==> src/hw/rtl/lcdns_pkg.sv <==
// Shared types, codes and the init table for the LCD nibble command sequencer.
package lcdns_pkg;

  // Command codes carried in the op field.
  localparam logic [1:0] OP_INIT = 2'd0;
  localparam logic [1:0] OP_SET_POS = 2'd1;
  localparam logic [1:0] OP_PUT_CHAR = 2'd2;
  localparam logic [1:0] OP_UNUSED = 2'd3;

  // Field widths of a transfer.
  localparam int HoldWidth = 15;
  localparam int NibbleWidth = 4;

  // Init table size and the width of the step counter that walks it.
  localparam int InitTableSize = 13;
  localparam int StepWidth = $clog2(InitTableSize);

  // Hold times in microseconds.
  localparam logic [HoldWidth-1:0] HOLD_POWER_UP = 15'd20000;
  localparam logic [HoldWidth-1:0] HOLD_LONG = 15'd10000;
  localparam logic [HoldWidth-1:0] HOLD_SHORT = 15'd100;

  // Depth of the queue between the front and the back.
  localparam int QueueDepth = 2;
  localparam int QueuePtrWidth = $clog2(QueueDepth);
  localparam int QueueCountWidth = $clog2(QueueDepth + 1);

  // One classified command as it waits in the queue.
  typedef struct packed {
    logic is_init;
    logic reg_select;
    logic [7:0] data;
  } qent_t;

  // Nibble of each init step.
  function automatic logic [NibbleWidth-1:0] init_nibble(input logic [StepWidth-1:0] idx);
    logic [NibbleWidth-1:0] nib;
    case (idx)
      4'd0: nib = 4'h0;
      4'd1: nib = 4'h3;
      4'd2: nib = 4'h3;
      4'd3: nib = 4'h3;
      4'd4: nib = 4'h2;
      4'd5: nib = 4'h2;
      4'd6: nib = 4'hC;
      4'd7: nib = 4'h0;
      4'd8: nib = 4'hC;
      4'd9: nib = 4'h0;
      4'd10: nib = 4'h1;
      4'd11: nib = 4'h0;
      4'd12: nib = 4'h6;
      default: nib = 4'h0;
    endcase
    return nib;
  endfunction

  // Hold time of each init step.
  function automatic logic [HoldWidth-1:0] init_hold(input logic [StepWidth-1:0] idx);
    logic [HoldWidth-1:0] hold;
    case (idx)
      4'd0: hold = HOLD_POWER_UP;
      4'd1: hold = HOLD_LONG;
      4'd10: hold = HOLD_LONG;
      default: hold = HOLD_SHORT;
    endcase
    return hold;
  endfunction

endpackage

==> src/hw/rtl/lcdns_if.sv <==
// Valid/ready channel interfaces for commands and bus transfers.
interface lcdns_cmd_if;
  logic valid;
  logic ready;
  logic [1:0] op;
  logic [5:0] column;
  logic line;
  logic [7:0] char_code;

  modport source(output valid, output op, output column, output line, output char_code,
                 input ready);
  modport sink(input valid, input op, input column, input line, input char_code,
               output ready);
endinterface

interface lcdns_xfer_if;
  logic valid;
  logic ready;
  logic reg_select;
  logic [3:0] nibble;
  logic [14:0] hold_us;
  logic last;

  modport source(output valid, output reg_select, output nibble, output hold_us,
                 output last, input ready);
  modport sink(input valid, input reg_select, input nibble, input hold_us, input last,
               output ready);
endinterface

==> src/hw/rtl/lcdns_front.sv <==
// Front end: accepts commands and classifies them into queue entries.
module lcdns_front (
  lcdns_cmd_if.sink cmd,
  input logic q_full,
  output logic push,
  output lcdns_pkg::qent_t push_data
);

  // Take a command whenever the queue has room.
  assign cmd.ready = !q_full;

  // The unused op code is accepted and dropped.
  assign push = cmd.valid && cmd.ready && (cmd.op != lcdns_pkg::OP_UNUSED);

  // Set-position forms 128 + column + 64 * line; the column never carries into bit 6.
  always_comb begin
    push_data = '0;
    case (cmd.op)
      lcdns_pkg::OP_INIT: begin
        push_data.is_init = 1'b1;
      end
      lcdns_pkg::OP_SET_POS: begin
        push_data.data = {1'b1, cmd.line, cmd.column};
      end
      lcdns_pkg::OP_PUT_CHAR: begin
        push_data.reg_select = 1'b1;
        push_data.data = cmd.char_code;
      end
      default: begin
        push_data = '0;
      end
    endcase
  end

endmodule

==> src/hw/rtl/lcdns_queue.sv <==
// Short queue of classified commands between the front and the back.
module lcdns_queue (
  input logic clk,
  input logic rst,
  input logic push,
  input lcdns_pkg::qent_t push_data,
  output logic full,
  output logic pop_valid,
  input logic pop,
  output lcdns_pkg::qent_t pop_data
);

  lcdns_pkg::qent_t mem [lcdns_pkg::QueueDepth];
  logic [lcdns_pkg::QueuePtrWidth-1:0] wr_ptr;
  logic [lcdns_pkg::QueuePtrWidth-1:0] rd_ptr;
  logic [lcdns_pkg::QueueCountWidth-1:0] count;

  assign full = (count == lcdns_pkg::QueueCountWidth'(lcdns_pkg::QueueDepth));
  assign pop_valid = (count != '0);
  assign pop_data = mem[rd_ptr];

  // Entry storage.
  always_ff @(posedge clk) begin
    if (push) begin
      mem[wr_ptr] <= push_data;
    end
  end

  // Pointers and fill count.
  always_ff @(posedge clk) begin
    if (rst) begin
      wr_ptr <= '0;
      rd_ptr <= '0;
      count <= '0;
    end else begin
      if (push) begin
        wr_ptr <= wr_ptr + 1'b1;
      end
      if (pop) begin
        rd_ptr <= rd_ptr + 1'b1;
      end
      if (push && !pop) begin
        count <= count + 1'b1;
      end else if (pop && !push) begin
        count <= count - 1'b1;
      end
    end
  end

endmodule

==> src/hw/rtl/lcdns_back.sv <==
// Back end: plays out each queued command as nibble transfers into an output register.
module lcdns_back #(
  parameter int INIT_STEPS = 13
) (
  input logic clk,
  input logic rst,
  input logic q_valid,
  output logic pop,
  input lcdns_pkg::qent_t q_data,
  lcdns_xfer_if.source xfer
);

  localparam int NumSteps =
      (INIT_STEPS > lcdns_pkg::InitTableSize) ? lcdns_pkg::InitTableSize : INIT_STEPS;
  localparam logic [lcdns_pkg::StepWidth-1:0] LastInitStep =
      lcdns_pkg::StepWidth'(NumSteps - 1);

  lcdns_pkg::qent_t cur;
  logic busy;
  logic [lcdns_pkg::StepWidth-1:0] step;

  logic out_valid;
  logic out_rs;
  logic [lcdns_pkg::NibbleWidth-1:0] out_nibble;
  logic [lcdns_pkg::HoldWidth-1:0] out_hold;
  logic out_last;

  logic gen_rs;
  logic [lcdns_pkg::NibbleWidth-1:0] gen_nibble;
  logic [lcdns_pkg::HoldWidth-1:0] gen_hold;
  logic gen_last;
  logic advance;

  // Transfer for the current step of the active command.
  always_comb begin
    if (cur.is_init) begin
      gen_rs = 1'b0;
      gen_nibble = lcdns_pkg::init_nibble(step);
      gen_hold = lcdns_pkg::init_hold(step);
      gen_last = (step == LastInitStep);
    end else begin
      gen_rs = cur.reg_select;
      gen_nibble = step[0] ? cur.data[3:0] : cur.data[7:4];
      gen_hold = lcdns_pkg::HOLD_SHORT;
      gen_last = step[0];
    end
  end

  // A transfer moves into the output register when that register is free or draining.
  assign advance = busy && (!out_valid || xfer.ready);
  // The next command loads when idle or as the last transfer of this one leaves.
  assign pop = q_valid && (!busy || (advance && gen_last));

  // Command and step control.
  always_ff @(posedge clk) begin
    if (rst) begin
      busy <= 1'b0;
      step <= '0;
    end else if (pop) begin
      busy <= 1'b1;
      step <= '0;
    end else if (advance) begin
      if (gen_last) begin
        busy <= 1'b0;
      end
      step <= step + 1'b1;
    end
  end

  always_ff @(posedge clk) begin
    if (pop) begin
      cur <= q_data;
    end
  end

  // Output register valid.
  always_ff @(posedge clk) begin
    if (rst) begin
      out_valid <= 1'b0;
    end else if (advance) begin
      out_valid <= 1'b1;
    end else if (xfer.ready) begin
      out_valid <= 1'b0;
    end
  end

  // Output register payload.
  always_ff @(posedge clk) begin
    if (advance) begin
      out_rs <= gen_rs;
      out_nibble <= gen_nibble;
      out_hold <= gen_hold;
      out_last <= gen_last;
    end
  end

  assign xfer.valid = out_valid;
  assign xfer.reg_select = out_rs;
  assign xfer.nibble = out_nibble;
  assign xfer.hold_us = out_hold;
  assign xfer.last = out_last;

endmodule

==> src/hw/rtl/lcd_nibble_command_sequencer.sv <==
// Top level of the LCD nibble command sequencer: front, queue and back joined.
//
//   channel | direction | handshake     | payload
//   cmd     | in        | valid / ready | op, column, line, char_code
//   xfer    | out       | valid / ready | reg_select, nibble, hold_us, last
//
// A command emits one transfer per cycle while xfer is ready: init gives INIT_STEPS
// transfers (capped at 13), set-position and put-char give two, an unused op none.
// The back end's step counter paces the transfers, with no gap between commands when the
// next command is already queued. From an idle back end, the first transfer of a command
// passes through the queue, the command and step registers and the output register first.
// The two-entry queue lets cmd keep accepting while the back end works.
// Reset is synchronous and clears the queue, the step control and the output valid.
// A stall on xfer holds the output register; cmd stalls only when the queue is full.
module lcd_nibble_command_sequencer #(
  parameter int INIT_STEPS = 13
) (
  input logic clk,
  input logic rst,
  lcdns_cmd_if.sink cmd,
  lcdns_xfer_if.source xfer
);

  logic q_full;
  logic push;
  lcdns_pkg::qent_t push_data;
  logic q_valid;
  logic pop;
  lcdns_pkg::qent_t q_data;

  lcdns_front u_front (
    .cmd(cmd),
    .q_full(q_full),
    .push(push),
    .push_data(push_data)
  );

  lcdns_queue u_queue (
    .clk(clk),
    .rst(rst),
    .push(push),
    .push_data(push_data),
    .full(q_full),
    .pop_valid(q_valid),
    .pop(pop),
    .pop_data(q_data)
  );

  lcdns_back #(
    .INIT_STEPS(INIT_STEPS)
  ) u_back (
    .clk(clk),
    .rst(rst),
    .q_valid(q_valid),
    .pop(pop),
    .q_data(q_data),
    .xfer(xfer)
  );

endmodule

==> src/flat_wrapper.sv <==
// flat-port wrapper written by rule: the top's interface ports become plain ports
module lcd_nibble_command_sequencer_flat 
#(
  parameter int INIT_STEPS = 13
)
  (clk, rst, cmd_valid, cmd_op, cmd_column, cmd_line, cmd_char_code, cmd_ready, xfer_valid, xfer_reg_select, xfer_nibble, xfer_hold_us, xfer_last, xfer_ready);
  lcdns_cmd_if cmd_i ();
  lcdns_xfer_if xfer_i ();
  input logic clk;
  input logic rst;
  input wire logic [$bits(cmd_i.valid)-1:0] cmd_valid;
  input wire logic [$bits(cmd_i.op)-1:0] cmd_op;
  input wire logic [$bits(cmd_i.column)-1:0] cmd_column;
  input wire logic [$bits(cmd_i.line)-1:0] cmd_line;
  input wire logic [$bits(cmd_i.char_code)-1:0] cmd_char_code;
  output wire logic [$bits(cmd_i.ready)-1:0] cmd_ready;
  output wire logic [$bits(xfer_i.valid)-1:0] xfer_valid;
  output wire logic [$bits(xfer_i.reg_select)-1:0] xfer_reg_select;
  output wire logic [$bits(xfer_i.nibble)-1:0] xfer_nibble;
  output wire logic [$bits(xfer_i.hold_us)-1:0] xfer_hold_us;
  output wire logic [$bits(xfer_i.last)-1:0] xfer_last;
  input wire logic [$bits(xfer_i.ready)-1:0] xfer_ready;
  assign cmd_i.valid = cmd_valid;
  assign cmd_i.op = cmd_op;
  assign cmd_i.column = cmd_column;
  assign cmd_i.line = cmd_line;
  assign cmd_i.char_code = cmd_char_code;
  assign cmd_ready = cmd_i.ready;
  assign xfer_valid = xfer_i.valid;
  assign xfer_reg_select = xfer_i.reg_select;
  assign xfer_nibble = xfer_i.nibble;
  assign xfer_hold_us = xfer_i.hold_us;
  assign xfer_last = xfer_i.last;
  assign xfer_i.ready = xfer_ready;
  lcd_nibble_command_sequencer #(.INIT_STEPS(INIT_STEPS)) u_core (.clk(clk), .rst(rst), .cmd(cmd_i), .xfer(xfer_i));
endmodule
==> config.mk <==
export PLATFORM = sky130hd
export DESIGN_NAME = lcd_nibble_command_sequencer_flat
export DESIGN_NICKNAME = d
export VERILOG_FILES = /design/src/hw/rtl/lcdns_pkg.sv /design/src/hw/rtl/lcdns_if.sv /design/src/hw/rtl/lcdns_front.sv /design/src/hw/rtl/lcdns_queue.sv /design/src/hw/rtl/lcdns_back.sv /design/src/hw/rtl/lcd_nibble_command_sequencer.sv /design/src/flat_wrapper.sv
export SDC_FILE = /design/constraint.sdc
export NUM_CORES = 1
export LEC_CHECK = 0
export BUFFER_PORTS_ARGS = -buffer_cell sky130_fd_sc_hd__buf_2
export CAP_MARGIN = 20
export CORE_UTILIZATION = 43
export DETAILED_ROUTE_END_ITERATION = 10
export PLACE_DENSITY = 0.66
export SLEW_MARGIN = 30
export SYNTH_ARGS = -nofsm -noshare
export SYNTH_HDL_FRONTEND = slang
export SYNTH_SLANG_ARGS = --single-unit
==> constraint.sdc <==
create_clock -name clk -period 2 [get_ports clk]
set_input_delay 0.6 -clock clk [delete_from_list [all_inputs] [get_ports clk]]
set_output_delay 0.6 -clock clk [all_outputs]
set_load 0.005 [all_outputs]
==> flow_summary.yaml <==
status:
  status: "completed"
cts:
  cts_buffers: 5
  clock_path_buffers: 2
  root_buffer: "clkbuf_8"
  clk_pin_slew_ps: 100
  cts_tree: "done"
  clkLatencyLatePin_ps: 300
  cts.sink_count: 55
  ctsHoldBuffers: 0
  htree_levels: 2
floorplanning:
  die_h_um: 79.3
  die-area_mm2: 0.00629
  core_mm2: 0.00564
  die_x_um: 79.3
  num_rows: 27
  start_util_pct: 45.6
  io-pin-count: 44
timing:
  final.period_utilization_pct: 95.5
  whs_ps: 495
  rsz0062_at_grt: "false"
  setup_viol: 0
  layout_min_cycle_time_ps: 1910
  finClkSkew_ps: 3.42
  fin_setup_tns_ps: 0
  hold_violations: 0
  fmax_ghz: 0.523
  final_max_slew_viol_count: 0
place:
  place_inst: 316
  dpl.hpwl_um: 3010
  gp_congestion: 0.777
  place_area_mm2: 0.00289
  portBuffers: 38
final_layout:
  stdcell_area_mm2: 0.00300
  layout-drive-gt1-share_pct: 34.9
  diodes: 0
  fillers: 509
  final_nets: 281
  finalNonFillerCells: 324
  synthToLayoutAreaGrowth_pct: 16.8
grt:
  grt_max_degree: 19
  globalRouteOverflowTotal: 0
  grt_usage_pct: 14.2
  grt_pass1_vias: 1519
  grt_pass1_wl_um: 6810
  antenna_found_initial: 0
drt:
  via_per_inst: 4.91
  via_count: 1592
  drc: 0
  firstDrtPassIters: 4
  drt_first_iter_violations: 76
  drtAntennaViolNets: 0
  drt_wl_total_um: 3980
  wl_per_cell_um: 12.3
yosys:
  yosysUniqueCellTypes: 41
  synthArstFlopShare_pct: 0
  synth_top_area_share_pct: 47.9
  synth_area_leader_cell: "edfxtp_1"
  synth_enable_flop_cells: 41
  ys.flop_type: "edfxtp_1"
  synth_cells: 204
  synth.avg_cell_area_um2: 12.6
  ys_warn_count: 0
  yosys-top-cells-area: "edfxtp_1, dfxtp_1, mux2_2"
  synth-seq-cells: 55
  syn_area_mm2: 0.00257
  synth-seq-area-share_pct: 58.8
hold_path:
  whs_path_depth: 2
  worstHoldPathType: "in2reg"
power:
  ir_drop_mv: 0.504
  p_leak_nw: 1.17
  p_per_area_mw_per_mm2: 1160
setup_path:
  path_class: "reg2reg"
  critPathRequiredTime_ps: 2240
  cp_max_fo: 4
  worst_ep_arrival_time_ps: 2150
  endpoint_kind: "register"
  reg2regPathDepth: 9
  start_kind: "register"
flow_run:
  cap_violations: 0
## cell type report
class	instances	area, µm²	share of cell area [%]
tap	72	90.1	3.00
multi-input combinational	124	922	30.7
clock buffer	5	68.8	2.29
inverter	10	40.0	1.33
clock inverter	3	23.8	0.792
timing repair buffer	55	343	11.4
sequential	55	1510	50.4
## power breakdown
part | switching, W | internal (W) | leakage (nW)
Combinational | 0.000558 | 0.000575 | 0.622
Sequential | 0.000146 | 0.00159 | 0.502
Clock | 0.000367 | 0.000253 | 0.0461
## timing repair
item,4_1_cts,5_1_grt
resized for setup,0,3
endpoints found under the setup margin,0,3
setup buffers,0,0
## final timing paths
check                                           endpoint                               start  slack [ps]
hold reg to reg   u_core.u_back.xfer.nibble[0]$_DFFE_PP_                            register         530
hold / removal     u_core.u_back.xfer.valid$_SDFFE_PP0P_                                 rst         490
setup reg to reg    u_core.u_queue.count[1]$_SDFFE_PP0P_  u_core.u_back.step[1]$_SDFFE_PP0P_          90
setup / recovery    u_core.u_queue.count[1]$_SDFFE_PP0P_  u_core.u_back.step[1]$_SDFFE_PP0P_          90
## through the flow
stage               utilization, %  setup slack (ps)  power [W]
floorplan                        -              16.9    0.00253
finish                        53.2              89.6    0.00349
CTS                           52.9              40.3    0.00353
global route                  53.2              14.4    0.00374
global placement              51.3              35.0    0.00287
detailed placement            51.3              6.76    0.00290
## sequential cells by signal, indices dropped and copies added, names as in the netlist, named ones only
name,flops
u_core.u_back.busy,1
u_core.u_back.xfer.nibble,4
u_core.u_back.xfer.last,1
u_core.u_back.xfer.reg_select,1
u_core.u_back.cur,10
u_core.u_back.xfer.valid,1
u_core.u_queue.wr_ptr,1
u_core.u_queue.mem,20
u_core.u_back.xfer.hold_us,5
u_core.u_queue.rd_ptr,1
u_core.u_back.step,4
u_core.u_queue.count,2
## logic make-up (layout without fill, tap and decap cells)
family | after synthesis | after routing | synth area share [%]
AOI/OAI and AO/OA | 27 | 27 | 7.35
xor gates and xnor gates | 7 | 7 | 2.39
adders and majority gates | 9 | 9 | 4.38
buffers and inverters | 29 | 73 | 7.01
DFF | 55 | 55 | 58.8
muxes | 17 | 17 | 7.16
other | 1 | 5 | 0.146
and+or+nand+nor | 59 | 59 | 12.8
## Yosys cell counts, drive strengths merged, types with 2 or more instances
master	n
edfxtp	41
buf	15
nor2	15
dfxtp	14
nor2b	12
mux2	11
nand2	11
inv	10
ha	9
a21oi	8
a22oi	7
o21ai	7
mux2i	6
clkbuf	4
xnor2	4
and3	3
nand3	3
xor2	3
nand2b	2
nand4b	2
or2	2
or3	2
## layer usage
metal / GRT usage (%) / vias up / wire length, µm
met5: 0 / - / 0
met4: 4.91 / 0 / 58
met3: 3.68 / 5 / 128
met2: 24.8 / 42 / 2010
met1: 16.8 / 747 / 1780
li1: - / 798 / -
## cells in the final DEF, fill, tap and decap left out, drive strengths merged, types with 4 or more instances in the layout
cell type  Yosys  routed
ha             9       9
o21ai          7       7
clkbuf         4       5
buf           15      55
a22oi          7       7
mux2          11      11
inv           10      11
nor2          15      15
conb           1       5
mux2i          6       6
a21oi          8       8
xnor2          4       4
edfxtp        41      41
nand2         11      11
nor2b         12      12
dfxtp         14      14
## critical path, stage by stage, from the launching register on
cell and delay [ps]:
dfxtp_2 350, inv_1 80, ha_4 170, and4_4 180, o21ai_2 130, nand2_1 90
nand2_2 130, ha_4 220, or3_1 360, a21oi_1 140
No activity file was read; power rests on OpenSTA's default activity.
